$ cat config.mk
export PLATFORM = sky130hd
export DESIGN_NAME = lru_cache_miss_counter_unit_flat
export DESIGN_NICKNAME = d
export VERILOG_FILES = /design/src/sv/lcmc_pkg.sv /design/src/sv/lcmc_if.sv /design/src/sv/lcmc_ram.sv /design/src/sv/lcmc_ctrl.sv /design/src/sv/lcmc_datapath.sv /design/src/sv/lru_cache_miss_counter_unit.sv /design/src/flat_wrapper.sv
export SDC_FILE = /design/constraint.sdc
export NUM_CORES = 1
export LEC_CHECK = 0
export BUFFER_PORTS_ARGS = -buffer_cell sky130_fd_sc_hd__buf_2
export CORE_MARGIN = 2
export CORE_UTILIZATION = 40
export CTS_CLUSTER_SIZE = 8
export DETAILED_ROUTE_END_ITERATION = 8
export PLACE_DENSITY = 0.61
export SYNTH_ARGS = -nofsm -noshare
export SYNTH_HDL_FRONTEND = slang
export SYNTH_SLANG_ARGS = --single-unit
$ cat constraint.sdc
create_clock -name clk -period 8.9 [get_ports clk]
set_input_delay 1.335 -clock clk [delete_from_list [all_inputs] [get_ports clk]]
set_output_delay 1.335 -clock clk [all_outputs]
set_load 0.01 [all_outputs]
$ cat src/sv/lcmc_pkg.sv
`default_nettype none
// ----------------------------------------------------------------------------
// lcmc_pkg
// Shared constants, state encoding and controller/datapath bundles for the
// LRU cache miss counter.
// ----------------------------------------------------------------------------
package lcmc_pkg;

  // fixed field widths
  localparam int PAGE_W  = 32;
  localparam int SLOT_W  = 4;
  localparam int CFG_W   = 5;
  localparam int MISS_W  = 32;

  // defaults for the top-level parameters
  localparam int DEF_ENTRIES    = 16;
  localparam int DEF_STAMP_BITS = 32;

  // reset value of the active entry register
  localparam logic [CFG_W-1:0] ACTIVE_RESET = CFG_W'(16);

  typedef enum logic [1:0] {
    ST_IDLE,
    ST_SCAN,
    ST_DRAIN,
    ST_FINISH
  } lcmc_state_t;

  // controller to datapath
  typedef struct packed {
    logic start;   // latch request, restart scan
    logic issue;   // read entry at scan index
    logic finish;  // commit update and load result
  } lcmc_cmd_t;

  // datapath to controller
  typedef struct packed {
    logic fill_empty;  // no entry filled yet
    logic scan_last;   // scan index is the last filled entry
    logic out_free;    // result register can take a new result
  } lcmc_status_t;

endpackage : lcmc_pkg
`default_nettype wire

$ cat src/sv/lcmc_if.sv
`default_nettype none
// ----------------------------------------------------------------------------
// lcmc channel interfaces
// Request, result and configuration channels, each with valid/ready.
// ----------------------------------------------------------------------------
interface lcmc_req_if;
  logic                          valid;
  logic                          ready;
  logic [lcmc_pkg::PAGE_W-1:0]   page;
  logic                          last_request;

  modport source (output valid, output page, output last_request, input ready);
  modport sink   (input valid, input page, input last_request, output ready);
endinterface : lcmc_req_if

interface lcmc_rsp_if;
  logic                          valid;
  logic                          ready;
  logic                          hit;
  logic [lcmc_pkg::SLOT_W-1:0]   slot;
  logic                          evicted;
  logic [lcmc_pkg::PAGE_W-1:0]   evicted_page;
  logic [lcmc_pkg::MISS_W-1:0]   miss_count;

  modport source (output valid, output hit, output slot, output evicted,
                  output evicted_page, output miss_count, input ready);
  modport sink   (input valid, input hit, input slot, input evicted,
                  input evicted_page, input miss_count, output ready);
endinterface : lcmc_rsp_if

interface lcmc_cfg_if;
  logic                          valid;
  logic                          ready;
  logic [lcmc_pkg::CFG_W-1:0]    active_entries;

  modport source (output valid, output active_entries, input ready);
  modport sink   (input valid, input active_entries, output ready);
endinterface : lcmc_cfg_if
`default_nettype wire

$ cat src/sv/lcmc_ram.sv
`default_nettype none
// ----------------------------------------------------------------------------
// lcmc_ram
// Generic simple dual-port RAM: one write port, one registered read port.
// ----------------------------------------------------------------------------
module lcmc_ram #(
  parameter int WIDTH = 32,
  parameter int DEPTH = 16
) (
  input  logic                                      clk,
  input  logic                                      wr_en,
  input  logic [((DEPTH > 1) ? $clog2(DEPTH) : 1)-1:0] wr_addr,
  input  logic [WIDTH-1:0]                          wr_data,
  input  logic                                      rd_en,
  input  logic [((DEPTH > 1) ? $clog2(DEPTH) : 1)-1:0] rd_addr,
  output logic [WIDTH-1:0]                          rd_data
);

  logic [WIDTH-1:0] mem [DEPTH];

  // write port
  always_ff @(posedge clk) begin
    if (wr_en) begin
      mem[wr_addr] <= wr_data;
    end
  end

  // registered read port
  always_ff @(posedge clk) begin
    if (rd_en) begin
      rd_data <= mem[rd_addr];
    end
  end

endmodule : lcmc_ram
`default_nettype wire

$ cat src/sv/lcmc_ctrl.sv
`default_nettype none
// ----------------------------------------------------------------------------
// lcmc_ctrl
// Request sequencer: accept, scan filled entries, drain the read pipe,
// then commit the update and hand the result to the output register.
// ----------------------------------------------------------------------------
module lcmc_ctrl (
  input  logic                    clk,
  input  logic                    rst,
  input  logic                    req_valid,
  output logic                    req_ready,
  input  lcmc_pkg::lcmc_status_t  status,
  output lcmc_pkg::lcmc_cmd_t     cmd
);
  import lcmc_pkg::*;

  lcmc_state_t state;
  lcmc_state_t state_next;

  // state register
  always_ff @(posedge clk) begin
    if (rst) begin
      state <= ST_IDLE;
    end else begin
      state <= state_next;
    end
  end

  // next state and commands
  always_comb begin
    state_next = state;
    cmd        = '0;
    req_ready  = 1'b0;
    case (state)
      ST_IDLE: begin
        req_ready = 1'b1;
        if (req_valid) begin
          cmd.start  = 1'b1;
          state_next = status.fill_empty ? ST_FINISH : ST_SCAN;
        end
      end
      ST_SCAN: begin
        cmd.issue = 1'b1;
        if (status.scan_last) begin
          state_next = ST_DRAIN;
        end
      end
      ST_DRAIN: begin
        state_next = ST_FINISH;
      end
      ST_FINISH: begin
        if (status.out_free) begin
          cmd.finish = 1'b1;
          state_next = ST_IDLE;
        end
      end
      default: begin
        state_next = ST_IDLE;
      end
    endcase
  end

endmodule : lcmc_ctrl
`default_nettype wire

$ cat src/sv/lcmc_datapath.sv
`default_nettype none
// ----------------------------------------------------------------------------
// lcmc_datapath
// Tag and stamp stores, scan logic for hit and oldest entry, sequence
// counters, configuration register and the result register.
// ----------------------------------------------------------------------------
module lcmc_datapath #(
  parameter int ENTRIES    = lcmc_pkg::DEF_ENTRIES,
  parameter int STAMP_BITS = lcmc_pkg::DEF_STAMP_BITS
) (
  input  logic                            clk,
  input  logic                            rst,
  input  lcmc_pkg::lcmc_cmd_t             cmd,
  output lcmc_pkg::lcmc_status_t          status,
  input  logic [lcmc_pkg::PAGE_W-1:0]     page,
  input  logic                            last_request,
  input  logic                            cfg_valid,
  input  logic [lcmc_pkg::CFG_W-1:0]      cfg_data,
  input  logic                            rsp_ready,
  output logic                            rsp_valid,
  output logic                            rsp_hit,
  output logic [lcmc_pkg::SLOT_W-1:0]     rsp_slot,
  output logic                            rsp_evicted,
  output logic [lcmc_pkg::PAGE_W-1:0]     rsp_evicted_page,
  output logic [lcmc_pkg::MISS_W-1:0]     rsp_miss_count
);
  import lcmc_pkg::*;

  localparam int IDX_W  = (ENTRIES > 1) ? $clog2(ENTRIES) : 1;
  localparam int CNT_W  = $clog2(ENTRIES + 1);
  localparam int WIDE_W = CNT_W + CFG_W;

  // configuration
  logic [CFG_W-1:0]      active_entries;

  // request latch
  logic [PAGE_W-1:0]     page_q;
  logic                  last_q;

  // scan pipe
  logic [IDX_W-1:0]      scan_idx;
  logic                  rd_valid;
  logic [IDX_W-1:0]      rd_idx;
  logic [PAGE_W-1:0]     tag_rd;
  logic [STAMP_BITS-1:0] stamp_rd;

  // scan results
  logic                  hit_found;
  logic [IDX_W-1:0]      hit_idx;
  logic [STAMP_BITS-1:0] min_stamp;
  logic [IDX_W-1:0]      min_idx;
  logic [PAGE_W-1:0]     min_tag;

  // sequence state
  logic [CNT_W-1:0]      fill_count;
  logic [STAMP_BITS-1:0] request_clock;
  logic [MISS_W-1:0]     miss_total;

  // derived
  logic [WIDE_W-1:0]     act_wide;
  logic [CNT_W-1:0]      limit;
  logic [CNT_W-1:0]      scan_cnt_next;
  logic                  fill_room;
  logic                  in_limit;
  logic [IDX_W-1:0]      wr_slot;
  logic [MISS_W-1:0]     miss_next;
  logic [IDX_W+SLOT_W-1:0] slot_ext;

  // clamp the active entry count to 1..ENTRIES
  always_comb begin
    act_wide = WIDE_W'(active_entries);
    if (active_entries == '0) begin
      limit = CNT_W'(1);
    end else if (act_wide > WIDE_W'(ENTRIES)) begin
      limit = CNT_W'(ENTRIES);
    end else begin
      limit = act_wide[CNT_W-1:0];
    end
  end

  // status toward the controller
  assign scan_cnt_next     = CNT_W'(scan_idx) + CNT_W'(1);
  assign status.scan_last  = (scan_cnt_next == fill_count);
  assign status.fill_empty = (fill_count == '0);
  assign status.out_free   = !rsp_valid || rsp_ready;

  // commit decisions
  assign fill_room = (fill_count < limit);
  assign in_limit  = (CNT_W'(rd_idx) < limit);
  assign miss_next = (miss_total == '1) ? miss_total : miss_total + MISS_W'(1);
  always_comb begin
    if (hit_found) begin
      wr_slot = hit_idx;
    end else if (fill_room) begin
      wr_slot = fill_count[IDX_W-1:0];
    end else begin
      wr_slot = min_idx;
    end
  end
  assign slot_ext = (IDX_W + SLOT_W)'(wr_slot);

  // tag store
  lcmc_ram #(
    .WIDTH (PAGE_W),
    .DEPTH (ENTRIES)
  ) u_tag_ram (
    .clk     (clk),
    .wr_en   (cmd.finish && !hit_found),
    .wr_addr (wr_slot),
    .wr_data (page_q),
    .rd_en   (cmd.issue),
    .rd_addr (scan_idx),
    .rd_data (tag_rd)
  );

  // use stamp store
  lcmc_ram #(
    .WIDTH (STAMP_BITS),
    .DEPTH (ENTRIES)
  ) u_stamp_ram (
    .clk     (clk),
    .wr_en   (cmd.finish),
    .wr_addr (wr_slot),
    .wr_data (request_clock),
    .rd_en   (cmd.issue),
    .rd_addr (scan_idx),
    .rd_data (stamp_rd)
  );

  // configuration register
  always_ff @(posedge clk) begin
    if (rst) begin
      active_entries <= ACTIVE_RESET;
    end else if (cfg_valid) begin
      active_entries <= cfg_data;
    end
  end

  // latch request and advance scan index
  always_ff @(posedge clk) begin
    if (cmd.start) begin
      page_q   <= page;
      last_q   <= last_request;
      scan_idx <= '0;
    end else if (cmd.issue) begin
      scan_idx <= scan_idx + IDX_W'(1);
    end
    rd_idx <= scan_idx;
  end

  // read pipe valid
  always_ff @(posedge clk) begin
    if (rst) begin
      rd_valid <= 1'b0;
    end else begin
      rd_valid <= cmd.issue;
    end
  end

  // first tag match
  always_ff @(posedge clk) begin
    if (rst) begin
      hit_found <= 1'b0;
    end else if (cmd.start) begin
      hit_found <= 1'b0;
    end else if (rd_valid && !hit_found && (tag_rd == page_q)) begin
      hit_found <= 1'b1;
      hit_idx   <= rd_idx;
    end
  end

  // oldest stamp among active entries, lowest index wins ties
  always_ff @(posedge clk) begin
    if (rd_valid && in_limit && ((rd_idx == '0) || (stamp_rd < min_stamp))) begin
      min_stamp <= stamp_rd;
      min_idx   <= rd_idx;
      min_tag   <= tag_rd;
    end
  end

  // sequence counters: update on commit, clear after the last request
  always_ff @(posedge clk) begin
    if (rst) begin
      fill_count    <= '0;
      request_clock <= '0;
      miss_total    <= '0;
    end else if (cmd.finish) begin
      if (last_q) begin
        fill_count    <= '0;
        request_clock <= '0;
        miss_total    <= '0;
      end else begin
        request_clock <= request_clock + STAMP_BITS'(1);
        if (!hit_found) begin
          miss_total <= miss_next;
          if (fill_room) begin
            fill_count <= fill_count + CNT_W'(1);
          end
        end
      end
    end
  end

  // result register valid
  always_ff @(posedge clk) begin
    if (rst) begin
      rsp_valid <= 1'b0;
    end else if (cmd.finish) begin
      rsp_valid <= 1'b1;
    end else if (rsp_ready) begin
      rsp_valid <= 1'b0;
    end
  end

  // result register payload
  always_ff @(posedge clk) begin
    if (cmd.finish) begin
      rsp_hit          <= hit_found;
      rsp_slot         <= slot_ext[SLOT_W-1:0];
      rsp_evicted      <= !hit_found && !fill_room;
      rsp_evicted_page <= (!hit_found && !fill_room) ? min_tag : '0;
      rsp_miss_count   <= hit_found ? miss_total : miss_next;
    end
  end

endmodule : lcmc_datapath
`default_nettype wire

$ cat src/sv/lru_cache_miss_counter_unit.sv
`default_nettype none
// ----------------------------------------------------------------------------
// lru_cache_miss_counter_unit
// Fully associative LRU cache model that reports hit, slot, eviction and a
// saturating miss count for each page request.
// ----------------------------------------------------------------------------
//  channel | dir | handshake     | payload
//  --------+-----+---------------+------------------------------------------
//  req     | in  | valid / ready | page, last_request
//  rsp     | out | valid / ready | hit, slot, evicted, evicted_page,
//          |     |               | miss_count
//  cfg     | in  | valid / ready | active_entries (always ready)
//
//  A request is accepted, reads the stamp and tag RAMs once per filled entry,
//  drains the registered read and commits; while the cache is empty it goes
//  from accept straight to commit. The scan runs through the one read port
//  of each entry RAM, and a new request is accepted only after a commit.
//  Reset clears the sequence counters and sets active_entries to 16; the
//  entry stores are not cleared. A stalled result holds in the output
//  register; the next request is accepted meanwhile and waits at commit.
// ----------------------------------------------------------------------------
module lru_cache_miss_counter_unit #(
  parameter int ENTRIES    = lcmc_pkg::DEF_ENTRIES,
  parameter int STAMP_BITS = lcmc_pkg::DEF_STAMP_BITS
) (
  input  logic        clk,
  input  logic        rst,
  lcmc_req_if.sink    req,
  lcmc_rsp_if.source  rsp,
  lcmc_cfg_if.sink    cfg
);
  import lcmc_pkg::*;

  lcmc_cmd_t    cmd;
  lcmc_status_t status;
  logic         req_ready;

  assign req.ready = req_ready;
  assign cfg.ready = 1'b1;

  // sequencer
  lcmc_ctrl u_ctrl (
    .clk       (clk),
    .rst       (rst),
    .req_valid (req.valid),
    .req_ready (req_ready),
    .status    (status),
    .cmd       (cmd)
  );

  // stores, scan and result register
  lcmc_datapath #(
    .ENTRIES    (ENTRIES),
    .STAMP_BITS (STAMP_BITS)
  ) u_datapath (
    .clk              (clk),
    .rst              (rst),
    .cmd              (cmd),
    .status           (status),
    .page             (req.page),
    .last_request     (req.last_request),
    .cfg_valid        (cfg.valid),
    .cfg_data         (cfg.active_entries),
    .rsp_ready        (rsp.ready),
    .rsp_valid        (rsp.valid),
    .rsp_hit          (rsp.hit),
    .rsp_slot         (rsp.slot),
    .rsp_evicted      (rsp.evicted),
    .rsp_evicted_page (rsp.evicted_page),
    .rsp_miss_count   (rsp.miss_count)
  );

endmodule : lru_cache_miss_counter_unit
`default_nettype wire

$ cat src/flat_wrapper.sv
// flat-port wrapper written by rule: the top's interface ports become plain ports
module lru_cache_miss_counter_unit_flat import lcmc_pkg::*;
#(
  parameter int ENTRIES    = lcmc_pkg::DEF_ENTRIES,
  parameter int STAMP_BITS = lcmc_pkg::DEF_STAMP_BITS
)
  (clk, rst, req_valid, req_page, req_last_request, req_ready, rsp_valid, rsp_hit, rsp_slot, rsp_evicted, rsp_evicted_page, rsp_miss_count, rsp_ready, cfg_valid, cfg_active_entries, cfg_ready);
  lcmc_req_if req_i ();
  lcmc_rsp_if rsp_i ();
  lcmc_cfg_if cfg_i ();
  input  logic clk;
  input  logic rst;
  input wire logic [$bits(req_i.valid)-1:0] req_valid;
  input wire logic [$bits(req_i.page)-1:0] req_page;
  input wire logic [$bits(req_i.last_request)-1:0] req_last_request;
  output wire logic [$bits(req_i.ready)-1:0] req_ready;
  output wire logic [$bits(rsp_i.valid)-1:0] rsp_valid;
  output wire logic [$bits(rsp_i.hit)-1:0] rsp_hit;
  output wire logic [$bits(rsp_i.slot)-1:0] rsp_slot;
  output wire logic [$bits(rsp_i.evicted)-1:0] rsp_evicted;
  output wire logic [$bits(rsp_i.evicted_page)-1:0] rsp_evicted_page;
  output wire logic [$bits(rsp_i.miss_count)-1:0] rsp_miss_count;
  input wire logic [$bits(rsp_i.ready)-1:0] rsp_ready;
  input wire logic [$bits(cfg_i.valid)-1:0] cfg_valid;
  input wire logic [$bits(cfg_i.active_entries)-1:0] cfg_active_entries;
  output wire logic [$bits(cfg_i.ready)-1:0] cfg_ready;
  assign req_i.valid = req_valid;
  assign req_i.page = req_page;
  assign req_i.last_request = req_last_request;
  assign req_ready = req_i.ready;
  assign rsp_valid = rsp_i.valid;
  assign rsp_hit = rsp_i.hit;
  assign rsp_slot = rsp_i.slot;
  assign rsp_evicted = rsp_i.evicted;
  assign rsp_evicted_page = rsp_i.evicted_page;
  assign rsp_miss_count = rsp_i.miss_count;
  assign rsp_i.ready = rsp_ready;
  assign cfg_i.valid = cfg_valid;
  assign cfg_i.active_entries = cfg_active_entries;
  assign cfg_ready = cfg_i.ready;
  lru_cache_miss_counter_unit #(.ENTRIES(ENTRIES), .STAMP_BITS(STAMP_BITS)) u_core (.clk(clk), .rst(rst), .req(req_i), .rsp(rsp_i), .cfg(cfg_i));
endmodule
==> metrics.md <==
| Metric | Value |
|---|---|
| Status | `finished, final reports clean` |
| Number of inserted diodes | `0` |
| R2R Setup Slk | `4.69 ns` |
| Synth top area cells | `edfxtp_1 (73%), mux4_2 (14%), dfxtp_1 (3.3%)` |
| Largest net degree at the start of global routing | `133` |
| Max incr delay on CP | `1.02 ns` |
| Clock latency on the worst-skew pair | `0.79 ns` |
| Pint | `12.55 mW` |
| Final setup TNS | `0 ns` |
| DRT antenna net count | `0` |
| Hold Crit Class | `flip-flop to flip-flop` |
| Starting Density | `40.22%` |
| Final core utilization | `46.48%` |
| Post-synth EDFFs | `1263` |
| Post-synthesis net count | `2605` |
| Clock buffer depth | `3` |
| Worst endpoint required time | `9.28 ns` |
| Area grow syn2layout | `15.56%` |
| Fmax | `237.5 MHz` |
| Clk pin slew, worst setup/hold paths | `0.05 ns` |
| Worst path bufs/invs | `1` |
| Port bufs | `114` |
| Hold Vio Cnt, Final | `0` |
| Cts repair resizes | `0` |
| Nets | `2835` |
| RSZ-0062 raised after global routing | `false` |
| Power per standard cell area | `279.4 nW/um2` |
| Placeable Area | `129300 um2` |
| Sw Ratio | `25.25%` |
| Die Outline Area | `132900 um2` |
| Maxcap violations | `0` |
| Post-CTS Setup Inserts | `0` |
| Switch Pwr | `4.241 mW` |
| DPL Wire Length | `66.86 mm` |
| Cts hold-fix bufs | `0` |
| Post-Route WL | `111.5 mm` |
| Critical Path Sink Type | `flip-flop` |
| DR WL/cell | `24.45 um` |
| First-pass GRT wire length | `166.1 mm` |
| Setup violators final | `0` |
| Register share of total power | `46.8%` |
| RePlAce Congestion | `0.7858` |
| Sequential area share after synthesis | `76.26%` |
| CP max FO | `32` |
| Commonest non-fill, non-tap cell in the layout | `edfxtp_1` |
| Crit share post-route | `47.31%` |
| GRT overflow | `0` |
| Clock network power share | `37.6%` |
| Critical path, cell by cell | `clkinv_1 -> nand2_1 -> ha_1 -> a21oi_1 -> o21ai_0 -> a21oi_2 -> mux2i_1 -> o22a_1 -> nor2_4` |
| Post-synth ARST share | `0%` |
| Top Family by Delay on Critical Path | `compound AO/OA/AOI/OAI gates` |
| Top cell type's share of synthesized area | `72.91%` |
| DRC | `0` |
| Clock Sinks | `1350` |
| Synth unique cells | `63` |
| Max-slew violation count | `0` |
| Synthesized flop and latch total | `1350` |
| Slowest CP cell | `nor2_4` |
| Fraction of layout cells with a size suffix above 1 | `26.00%` |
| Routed vias/inst | `5.446` |
| Prevailing post-synth register cell | `edfxtp_1` |
| CTS tree | `yes` |
| Mapped Cells | `2515` |
| Worst-Margin Slew | `1.192 ns` |
| I/O pin total | `116` |
| Vias post-DR | `24840` |
| Post-Syn Area per Cell | `20.68 um2` |
| Total CTS buffers | `187` |
| Initial antenna violation count | `3` |
| DR pass1 iterations | `5` |
| Die Y | `364.6 um` |
| Vias in the first global route | `25410` |
| H-tree depth | `4` |
| Clock Skews | `0.03453 ns` |
| CTS Root Cell | `clkbuf_16` |
| CP arrival | `4.59 ns` |
| Synth area leader | `edfxtp_1` |
| Leak | `19.71 nW` |
| Final Critical Period | `4.211 ns` |
| Peak supply drop | `0.0002208 V` |
| Initial drt markers | `2667` |
| FP Rows | `132` |
| Commonest cells after routing, fill and taps aside | `edfxtp_1 (1263), mux4_2 (320), clkbuf_16 (189)` |
| Critical path launch point type | `flip-flop` |
| Cell Area, Synth | `52020 um2` |
| GRT Overall Usage | `16.97%` |
| Relative slew slack | `20.35%` |
| Comb power frac | `15.6%` |
| Crit path kind | `flip-flop to flip-flop` |
| YS warnings | `0` |
| Die Wd | `364.6 um` |
## metal layers
| layer | global-route usage [%] | share of wire [%] |
|---|---|---|
| met4 | 4.100 | 1.6 |
| met5 | 0 | 0.012 |
| met3 | 3.873 | 7.1 |
| met1 | 24.97 | 45 |
| met2 | 25.75 | 47 |
## kinds of logic (layout without fill, tap and decap cells)
| kind of cell | Yosys count | in the layout | share of synthesized area, % |
|---|---|---|---|
| buffers and inverters | 156 | 460 | 1.150 |
| and+or+nand+nor | 365 | 365 | 3.615 |
| muxes | 334 | 334 | 14.13 |
| DFF | 1350 | 1350 | 76.26 |
| other | 1 | 1 | 0.007209 |
| adders and majority gates | 47 | 47 | 1.131 |
| xor gates and xnor gates | 99 | 99 | 1.667 |
| AOI/OAI and AO/OA | 163 | 163 | 2.045 |
## area by class of cell
cell class / instances / area, um2
Multi-Input combinational cell: 1009 / 12040
Inverter: 46 / 175.2
Fill cell: 10560 / 69210
Clock inverter: 12 / 186.4
Clock buffer: 251 / 4962
Tap cell: 1742 / 2180
Sequential cell: 1350 / 39680
Timing Repair Buffer: 151 / 885.9
## per-stage QoR
step	power (mW)	setup WS, ns	area [um2]	std cells	hold slack, ns
final	16.79	4.689	60110	4561	0.4416
after detailed placement	10.63	4.327	54960	4298	0.4297
after global routing	17.44	4.354	60110	4561	0.4512
after global placement	10.57	4.430	54960	4298	0.4374
after floorplan	9.641	4.256	52020	2515	0.3290
after CTS	16.98	4.680	60110	4561	0.4394
## worst reg2reg max path, cell delays in order, from the launching register on
cell and delay [ns]:
dfxtp_1 0.31, clkinv_1 0.20, nand2_1 0.17, ha_1 0.26, a21oi_1 0.17, o21ai_0 0.13
a21oi_2 0.74, mux2i_1 0.18, o22a_1 0.56, nor2_4 1.03
## cells in the mapped netlist (all sizes together), types with 41 or more instances
cell type  instances
ha                47
nor2             111
a21oi             43
o21ai             41
inv               44
xor2              65
mux4             320
clkbuf            79
dfxtp             87
and2              41
nand2             70
edfxtp          1263
## power by group through the flow
stage / Combinational (mW) / Sequential, mW / Clock, mW
after floorplan: 1.84 / 7.80 / 0
after global placement: 2.61 / 7.96 / 0
after detailed placement: 2.65 / 7.99 / 0
after CTS: 2.66 / 7.87 / 6.44
after global routing: 2.81 / 7.91 / 6.72
final: 2.62 / 7.86 / 6.31
## worst paths after layout
check / start / endpoint / depth (start not counted)
worst max-delay path: u_core.u_datapath.active_entries[4] / u_core.u_datapath.u_tag_ram.mem[7][7] / 9
worst min-delay path: u_core.u_datapath.u_stamp_ram.rd_data[0] / u_core.u_datapath.min_stamp[0] / 0
worst min register to register: u_core.u_datapath.u_stamp_ram.rd_data[0] / u_core.u_datapath.min_stamp[0] / 0
worst max register to register: u_core.u_datapath.active_entries[4] / u_core.u_datapath.u_tag_ram.mem[7][7] / 9
## flip-flops by register name (all words and copies together), names as in the netlist, 2 cells and up
signal	cells
u_core.u_ctrl.state	2
u_core.u_datapath.active_entries	5
u_core.u_datapath.fill_count	5
u_core.u_datapath.hit_idx	4
u_core.u_datapath.min_idx	4
u_core.u_datapath.min_stamp	32
u_core.u_datapath.min_tag	32
u_core.u_datapath.miss_total	32
u_core.u_datapath.page_q	32
u_core.u_datapath.rd_idx	4
u_core.u_datapath.request_clock	32
u_core.u_datapath.rsp_evicted_page	32
u_core.u_datapath.rsp_miss_count	32
u_core.u_datapath.rsp_slot	4
u_core.u_datapath.scan_idx	4
u_core.u_datapath.u_stamp_ram.mem	512
u_core.u_datapath.u_stamp_ram.rd_data	32
u_core.u_datapath.u_tag_ram.mem	512
u_core.u_datapath.u_tag_ram.rd_data	32
No activity file was read; power rests on OpenSTA's default activity.
